## config.mk

```make
export PLATFORM = sky130hd
export DESIGN_NAME = lpbw_slot_map
export DESIGN_NICKNAME = d
export VERILOG_FILES = /design/src/sv/lpbw_pkg.sv /design/src/sv/lpbw_slot_map.sv
export SDC_FILE = /design/constraint.sdc
export NUM_CORES = 1
export LEC_CHECK = 0
export BUFFER_PORTS_ARGS = -buffer_cell sky130_fd_sc_hd__clkbuf_2
export CAP_MARGIN = 20
export CORE_AREA = 2 2 39 41
export DETAILED_ROUTE_END_ITERATION = 16
export DIE_AREA = 0 0 41 43
export PLACE_DENSITY = 0.77
export SLEW_MARGIN = 20
export SYNTH_ARGS = -nofsm -noshare
export SYNTH_HDL_FRONTEND = slang
export SYNTH_SLANG_ARGS = --single-unit
```

## constraint.sdc

```tcl
create_clock -name vclk -period 2.5
set_input_delay 0.5 -clock vclk [all_inputs]
set_output_delay 0.5 -clock vclk [all_outputs]
set_load 0.02 [all_outputs]
```

## src/sv/lpbw_pkg.sv

```systemverilog
// shared constants, types and helpers of the led panel bit-plane pixel writer
package lpbw_pkg;

	localparam int CHAIN_COUNT = 3;
	localparam int PANEL_ROWS = 32;
	localparam int PANEL_COLS = 64;
	localparam int HALF_ROWS = 16;
	localparam int PLANE_COUNT = 16;
	localparam int SCAN_GROUPS = 8;
	localparam int COLS_PER_GROUP = 16;

	localparam int SLOT_COUNT = PANEL_COLS * HALF_ROWS * CHAIN_COUNT;
	localparam int STORE_WORDS = SLOT_COUNT * PLANE_COUNT;
	localparam int SLOT_W = $clog2(SLOT_COUNT);
	localparam int ADDR_W = SLOT_W + $clog2(PLANE_COUNT);
	localparam int WORD_W = 6;
	localparam int VISIBLE_X = CHAIN_COUNT * PANEL_ROWS;

	localparam logic [1:0] KIND_PIXEL = 2'd0;
	localparam logic [1:0] KIND_FILL = 2'd1;
	localparam logic [1:0] KIND_READ = 2'd2;

	// mapped pixel location handed from the slot mapper to the sequencer
	typedef struct packed {
		logic in_range;
		logic lower_half;
		logic [SLOT_W-1:0] slot;
	} slot_info_t;

	// rgb bits of one plane, plane 0 takes bit 15
	function automatic logic [2:0] plane_rgb(input logic [15:0] r, input logic [15:0] g,
		input logic [15:0] b, input logic [3:0] plane);
		logic [3:0] bit_idx;
		bit_idx = ~plane;
		return {b[bit_idx], g[bit_idx], r[bit_idx]};
	endfunction

endpackage

```

## src/sv/lpbw_slot_map.sv

```systemverilog
// rotation of visible coordinates into the scrambled panel slot
module lpbw_slot_map (
	input  logic [6:0]               pixel_x,
	input  logic [5:0]               pixel_y,
	output lpbw_pkg::slot_info_t     info
);

	logic [4:0] mrow;
	logic [1:0] panel;
	logic [2:0] row_group;
	logic [2:0] col_group;
	logic [31:0] prefix;

	always_comb begin
		// matrix row counts down from the panel edge
		mrow = ~pixel_x[4:0];
		panel = pixel_x[6:5];
		row_group = mrow[2:0];
		col_group = {~mrow[3], pixel_y[5:4]};
		prefix = 32'({row_group, pixel_y[3:0]}) * 32'(lpbw_pkg::CHAIN_COUNT) + 32'(panel);
		info.in_range = 32'(pixel_x) < 32'(lpbw_pkg::VISIBLE_X);
		info.lower_half = mrow[4];
		info.slot = {prefix[lpbw_pkg::SLOT_W-4:0], col_group};
	end

endmodule

```

# Yosys cells after proc, flatten, opt, wreduce, memory -nomap -nowiden
# Cells that the tools add are included.
# op_classes
add_sub_neg	1
n_mul	1
div	0
order_cmp	1
eq_ne	0
n_shift	0
n_mux	0
bitwise	2
n_reduce_logical	0
# op_table
op	n
$add 9x2->9	1
$mul 7x2->9 const B	1
$lt 7x7->1 const B	1
$not 5->5	1
$not 1->1	1
# totals
reg_bits	0
latchBits	0
ram_bits	0
romBits	0
input_bits	13
out_inout_bits	14
elab_cells	5
mem_count	0

# Logic depth before layout (Yosys ltp)
# Gate-level depths: netlist (run 1).
# logic_depth
word_depth	3
ltp_mapped	7
depth_no_buf	7

# Least setup slack after synthesis (run 1)
# No wires, ideal clock.
# synth_timing
path_type	in2out
from	input pixel_x[6]
to	output info[8] in the netlist's numbering
arrival_ns	2.209
required_ns	2.000
path_slack_ns	-0.209
path_stages	7
n_path_buf	0
cell_sequence	fa_1 > ha_1 > inv_1 > fa_1 > nor2b_4 > o21ai_0 > a21oi_1
# synth_lines
item	line_no	text
from (decl)	lpbw_slot_map.sv:3	input logic [6:0] pixel_x,
to (decl)	lpbw_slot_map.sv:5	output lpbw_pkg::slot_info_t info

==> impl_metrics.tcl, run 1 <==
set metrics [dict create \
    areaGrowthSynthToFinish_pct 48.8 \
    firstDrtPassIters 4 \
    rows 14 \
    grt_pass1_vias 500 \
    synth.distinct_cells 26 \
    core_sq_um 1380 \
    critPathMaxFanout 3 \
    detail-route-antenna-nets 0 \
    synth_cells 61 \
    drive_above_1_share 0.461 \
    crit_type "in2out" \
    p_per_area_nw_per_um2 374 \
    timing.final.max_slew_violations 0 \
    violations "setup timing" \
    layout.nets 120 \
    whs_ns 1.00 \
    drc 0 \
    grt_pass1_wl_um 1880 \
    drt_iter0_markers 6 \
    nClkBuffers 0 \
    yosys_warnings 0 \
    slew_headroom 0.772 \
    initial_core_util 0.362 \
    die_area_sq_um 1760 \
    fin_cells 105 \
    grt.busiest_layer "met2" \
    max_freq_mhz 355 \
    drt-wirelength-per-cell_um 10.9 \
    setup_viol 6 \
    tightest_slew_ns 0.337 \
    fin_crit_sh 1.13 \
    startpoint "pixel_x[6]" \
    finalCriticalPeriod_ns 2.82 \
    hold_viol 0 \
    rsz0062_at_grt "yes" \
    ioPinCount 27 \
    cp-start-kind "primary input" \
    p_leak_nw 0.414 \
    endpoint_kind "primary output" \
    nFillCells 130 \
    dp_slack_ns -0.341 \
    regArea_sq_um 0 \
    diodes 0 \
    synthesis.nets 90 \
    met3_usage 0 \
    maxCapViolCount 0 \
    seq_cells 0 \
    holdCritPathClass "in2out" \
    wl_um 1140 \
    fin_ws_ns -0.318 \
    die_w_um 41 \
    use_met2 0.272 \
    globalplace.congestion 0.759 \
    ctsHoldBuffers 0 \
    crit_end "info[10]" \
    cp_data_arrival_time_ns 2.32 \
    portBuffers 21 \
    hpwl_um 951 \
    synth_seq_area_share 0 \
    vias 525 \
    peakVddDrop_mv 0.181 \
    dieHeight_um 43 \
    numPlacedInstances 103 \
    overflow 0 \
    grt_antenna_before_repair 0 \
    grt_start_max_net_pins 8 \
    status "finished, violations left" \
    critPathRequiredTime_ns 2.00 \
    vias_per_cell 5.00 \
    globalRouteTotalUtil 0.144 \
    syn-cell-area_sq_um 500 \
    met1_usage 0.181 \
    syn_avg_cell_area_sq_um 8.20 \
]
[per-stage QoR]
stage	area (sq um)	util	total power [mW]	setup TNS, ns
floorplan	509	-	0.165	-0.228
global placement	668	0.483	0.226	-0.957
detailed placement	668	0.483	0.231	-1.15
CTS	726	0.524	0.265	-1.27
global route	744	0.538	0.308	-1.65
finish	744	0.538	0.279	-1.14
[repair_timing]
action                     4_1_cts  5_1_grt
gates resized for setup         11       13
gates cloned                     0        0
buffers inserted                 2        1
pin swaps                        7        3
setup endpoints to repair        7        7
[power by group]
group          internal, mW  switching (mW)  total, mW
clock network             0               0          0
logic                 0.142           0.137      0.279
registers                 0               0          0
total                 0.142           0.137      0.279
[cell usage after synthesis, types with 2 or more instances]
cell type / instances / area share
nand2_1: 3 / 0.022
xnor2_1: 2 / 0.035
a21o_1: 2 / 0.030
inv_1: 8 / 0.060
nor2_1: 4 / 0.030
fa_1: 2 / 0.080
a21oi_1: 3 / 0.030
o21ai_0: 2 / 0.020
ha_1: 14 / 0.35
buf_4: 3 / 0.045
nor2b_1: 3 / 0.038
[cell type report]
class,count,area [sq um],area share
inverters,8,30.0,0.0403
multi-input cells,49,457,0.613
well taps,16,20.0,0.0269
repair buffers,32,238,0.319
[layer usage]
metal	share of wire	up-vias
li1	-	272
met1	0.41	236
met2	0.54	17
met3	0.053	0
met4	0	0
met5	0	-
[kinds of logic (layout without fill, tap and decap cells)]
family,after synthesis,count (layout),share of synthesized area
fa+ha+maj,16,16,0.430
simple gates,16,16,0.185
compound gates,15,15,0.223
buf+inv,12,40,0.127
xor+xnor,2,2,0.0350
[worst min path at each step]
stage	from	end	cells past startpoint	slack, ns
3_3_place_gp	pixel_y[5]	info[1]	0	1.00
3_5_place_dp	pixel_y[5]	info[1]	0	1.00
5_1_grt	pixel_y[5]	info[1]	0	1.00
2_1_floorplan	pixel_x[4]	info[12]	1	1.08
4_1_cts	pixel_y[5]	info[1]	0	1.00
6_report	pixel_y[5]	info[1]	0	1.00
[worst max-delay path: stages]
cell,delay (ns)
buf_6,0.10
fa_1,0.55
ha_2,0.19
inv_2,0.04
fa_2,0.36
nor2b_4,0.15
o31a_1,0.16
o211ai_1,0.09
buf_4,0.18
[cells in the final DEF (no fill, tap or decap), types with 2 or more instances in the layout]
master    synthesis  layout
buf_4             3      13
a21o_1            2       2
inv_2             0       2
nand2_1           3       3
nor2b_1           3       3
nor2_1            4       4
buf_6             1       3
a21oi_1           3       2
ha_1             14      13
clkbuf_2          0      13
inv_1             8       6
clkbuf_8          0       3
Power figures use the tool's default switching activity.
==> run 2, diff against run 1 <==
- GPL_TIMING_DRIVEN: default -> 0
==> impl_metrics.tcl, run 2 (synthesized netlist as in run 1, its figures left out) <==
set metrics [dict create \
    vias 511 \
    grt_pass1_vias 471 \
    mostFrequentLayoutCells "clkbuf_2, ha_1, buf_4" \
    finalCriticalPeriod_ns 2.79 \
    cp-start-kind "primary input" \
    p_leak_nw 0.399 \
    areaGrowthSynthToFinish_pct 43.0 \
    switchingPower_mw 0.134 \
    dp_slack_ns -0.352 \
    p_clk_frac 0 \
    peakVddDrop_mv 0.177 \
    timing.final.max_slew_violations 0 \
    maxCapViolCount 0 \
    cp_data_arrival_time_ns 2.29 \
    dieHeight_um 43 \
    rows 14 \
    slew_headroom 0.772 \
    fin_ws_ns -0.293 \
    fin_util 0.517 \
    fin_cells 104 \
    final_common_cell "clkbuf_2" \
    setup_viol 7 \
    hold_viol 0 \
    m1WireLength_um 419 \
    holdCritPathClass "in2out" \
    hpwl_um 895 \
    tightest_slew_ns 0.338 \
    grt_start_max_net_pins 8 \
    grt_pass1_wl_um 1750 \
    portBuffers 24 \
    numPlacedInstances 101 \
    overflow 0 \
    die_w_um 41 \
    nClkBuffers 0 \
    layout.nets 119 \
    top_layer "met3" \
    fin_crit_sh 1.12 \
    crit_type "in2out" \
    drt-wirelength-per-cell_um 9.75 \
    critPathRequiredTime_ns 2.00 \
    power_frac_comb 1.000 \
    path_cells "buf_6 -> fa_1 -> ha_2 -> inv_2 -> fa_2 -> nor2b_4 -> o31a_1 -> o211ai_1 -> buf_4" \
    core_sq_um 1380 \
    drt_iter0_markers 3 \
    power.share.switching 0.513 \
    max_freq_mhz 358 \
    status "finished, violations left" \
    cpLargestDelayFamily "adder cells" \
    slowest_stage "fa_1" \
    placed_cell_area_sq_um 649 \
    max_stage_delay_ns 0.54 \
    p_int_mw 0.127 \
    grt_antenna_before_repair 0 \
    wl_um 1010 \
    path_buf_inv 3 \
    ioPinCount 27 \
    endpoint_kind "primary output" \
    drive_above_1_share 0.443 \
    regArea_sq_um 0 \
    detail-route-antenna-nets 0 \
    seq_cells 0 \
    die_area_sq_um 1760 \
    drc 0 \
    violations "setup timing" \
    globalplace.congestion 0.713 \
    diodes 0 \
    firstDrtPassIters 2 \
    seqPwrFrac 0 \
    finalInstanceArea_sq_um 716 \
    ctsHoldBuffers 0 \
    p_per_area_nw_per_um2 364 \
    critPathMaxFanout 3 \
    globalRouteTotalUtil 0.131 \
    wl_met3_um 84 \
    vias_per_cell 4.91 \
    wl_met2_um 510 \
    rsz0062_at_grt "yes" \
    fin_setup_tns_ns -1.06 \
    initial_core_util 0.362 \
]
## run 2: cell count changes in the layout (fill, tap and decap cells not counted), sizes merged
cell / delta
buf: -3
clkbuf: +2
## run 2: power groups by stage
stage / Sequential [mW] / Combinational (mW) / Clock [mW]
3_5_place_dp: 0 / 0.223 / 0
2_1_floorplan: 0 / 0.165 / 0
4_1_cts: 0 / 0.246 / 0
6_report: 0 / 0.260 / 0
3_3_place_gp: 0 / 0.217 / 0
5_1_grt: 0 / 0.291 / 0
## run 2: metal layers
layer	vias to the layer above	GRT usage
li1	270	-
met1	224	0.171
met3	0	0.0105
met5	-	0
met4	0	0
met2	17	0.234
## run 2: cell type report
| type | instances | area, sq um |
|---|---|---|
| multi-input combinational | 49 | 449 |
| fill | 136 | 668 |
| buffer | 4 | 33.8 |
| inverter | 8 | 30.0 |
| timing repair buffer | 27 | 183 |
| tap | 16 | 20.0 |
## run 2: final timing paths
kind	from	endpoint	slack, ns	cells past startpoint
worst max-delay path	pixel_x[6]	info[10]	-0.29	9
worst min-delay path	pixel_y[4]	info[0]	1.22	2
## run 2: per-stage QoR
stage / hold slack (ns) / total power, mW
after floorplan: 1.08 / 0.165
after global routing: 1.23 / 0.291
after detailed placement: 1.23 / 0.223
final: 1.22 / 0.260
after CTS: 1.23 / 0.246
after global placement: 1.22 / 0.217
## run 2: timing repair
item | CTS | global route
endpoints found under the hold margin | 0 | 0
endpoints found under the setup margin | 7 | 7
gates resized for setup | 8 | 14
buffers inserted | 2 | 1
pin swaps | 6 | 4
==> run 3, diff against run 2 <==
- ABC_AREA: default -> 1
- PLACE_DENSITY: 0.77 -> 0.73
==> impl_metrics.tcl, run 3 <==
set metrics [dict create \
    die_w_um 41 \
    globalRouteTotalUtil 0.124 \
    path_cells "buf_8 -> fa_1 -> ha_2 -> inv_2 -> fa_2 -> nor2_1 -> nor2_1 -> xnor2_2 -> clkbuf_8" \
    synth_top_family_by_area "adder cells" \
    fin_cells 109 \
    rsz0062_at_grt "yes" \
    max_stage_delay_ns 0.54 \
    rows 14 \
    ioPinCount 27 \
    ctsHoldBuffers 0 \
    dieHeight_um 43 \
    grt_antenna_before_repair 0 \
    cpLargestDelayFamily "adder cells" \
    synth_simple_gate_area_share 0.279 \
    seq_cells 0 \
    mostFrequentLayoutCells "clkbuf_2, nand2_1, inv_1" \
    slew_headroom 0.860 \
    synth.distinct_cells 15 \
    min_to "info[1]" \
    overflow 0 \
    synthMuxAreaShare 0 \
    hold_viol 0 \
    switchingPower_mw 0.135 \
    nFillCells 149 \
    status "finished, violations left" \
    holdCritPathClass "in2out" \
    synth_seq_area_share 0 \
    drc 0 \
    grt_pass1_wl_um 1630 \
    layout.nets 124 \
    syn_avg_cell_area_sq_um 6.94 \
    core_sq_um 1380 \
    worst-path-stages 9 \
    crit_top_cell "nor2_1" \
    firstDrtPassIters 1 \
    synth_compound_area_frac 0.0219 \
    p_clk_frac 0 \
    numPlacedInstances 106 \
    ys_top_cells_by_count "nand2_1, ha_1, inv_1" \
    initial_core_util 0.331 \
    holdCritStartpoint "pixel_y[5]" \
    whs_ns 1.22 \
    grt_start_max_net_pins 5 \
    fin_crit_sh 1.07 \
    p_leak_nw 0.432 \
    synthAdderAreaFrac 0.470 \
    endpoint_kind "primary output" \
    slowest_stage "fa_1" \
    vias 484 \
    path_buf_inv 3 \
    yosys.area.top_type "ha_1" \
    synthesis.nets 95 \
    multi_input_area_sq_um 429 \
    syn-cell-area_sq_um 458 \
    whs_path_depth 2 \
    synth_top_area_frac 0.383 \
    cp_data_arrival_time_ns 2.18 \
    wl_um 980 \
    synth_cells 66 \
    p_int_mw 0.119 \
    power_frac_comb 1.000 \
    fin_util 0.519 \
    max_freq_mhz 373 \
    crit_type "in2out" \
    die_area_sq_um 1760 \
    violations "setup timing" \
    critPathMaxFanout 3 \
    power.share.switching 0.530 \
    portBuffers 24 \
    finalCriticalPeriod_ns 2.68 \
    vias_per_cell 4.44 \
    maxCapViolCount 0 \
    hpwl_um 816 \
    areaGrowthSynthToFinish_pct 56.8 \
    diodes 0 \
    tightest_slew_ns 0.210 \
    yosys_warnings 0 \
    critPathRequiredTime_ns 2.00 \
    final_common_cell "clkbuf_2" \
    regArea_sq_um 0 \
    p_per_area_nw_per_um2 354 \
    fin_ws_ns -0.183 \
    peakVddDrop_mv 0.169 \
    seqPwrFrac 0 \
    timing.final.max_slew_violations 0 \
    cp-start-kind "primary input" \
    synthMostInstantiatedCell "nand2_1" \
    detail-route-antenna-nets 0 \
    synth-xor-area-share 0.0574 \
    globalplace.congestion 0.671 \
    drt_iter0_markers 0 \
    dp_slack_ns -0.231 \
    power.total_mw 0.254 \
    setup_viol 4 \
    synth_area_leaders "ha_1, nand2_1, inv_1" \
    drive_above_1_share 0.462 \
    nClkBuffers 0 \
    grt_pass1_vias 453 \
    drt-wirelength-per-cell_um 8.99 \
]
-- run 3: cell count changes in the layout (fill, tap and decap cells not counted), sizes merged, moves of 2 or more --
cell / previous run / this run
nor2b: 4 / 0
nand3: 1 / 3
nand2: 3 / 18
o21ai: 2 / 0
inv: 8 / 14
a21o: 2 / 0
-- run 3: final cells by class --
type                       count  area share
buffer                         3      0.0314
timing repair buffer          27       0.265
tap                           16      0.0279
inverter                      15      0.0784
multi-input combinational     48       0.598
-- run 3: layer usage --
layer | GRT usage | vias to the layer above | part of all wire
met4 | 0 | 0 | 0
met5 | 0 | - | 0
met3 | 0 | 0 | 0.071
li1 | - | 254 | -
met1 | 0.122 | 213 | 0.33
met2 | 0.269 | 17 | 0.60
-- run 3: how the worst max path moves through the flow --
stage / startpoint / to / slack, ns
2_1_floorplan: pixel_x[6] / info[8] / -0.02
3_3_place_gp: pixel_x[6] / info[8] / -0.21
3_5_place_dp: pixel_x[6] / info[8] / -0.23
4_1_cts: pixel_y[1] / info[8] / -0.22
5_1_grt: pixel_y[1] / info[10] / -0.25
6_report: pixel_y[1] / info[8] / -0.18
-- run 3: cells by family after synthesis --
family	count (synthesis)
compound gates	2
xor+xnor	3
fa+ha+maj	16
buf+inv	18
simple gates	27
-- run 3: per-stage QoR --
step	setup TNS, ns	cell area, sq um
floorplan	-0.0198	468
global placement	-0.461	608
detailed placement	-0.565	608
CTS	-0.718	672
global route	-0.797	718
finish	-0.557	718
-- run 3: what timing repair did --
action | 4_1_cts | 5_1_grt
setup buffers | 3 | 1
endpoints found under the hold margin | 0 | 0
gates resized for setup | 10 | 17
setup endpoints to repair | 4 | 7
pin swaps | 6 | 5
-- run 3: power groups by stage --
stage               sequential [mW]  combinational [mW]  clock [mW]
global placement                  0               0.199           0
global route                      0               0.281           0
detailed placement                0               0.202           0
floorplan                         0               0.148           0
CTS                               0               0.232           0
finish                            0               0.254           0
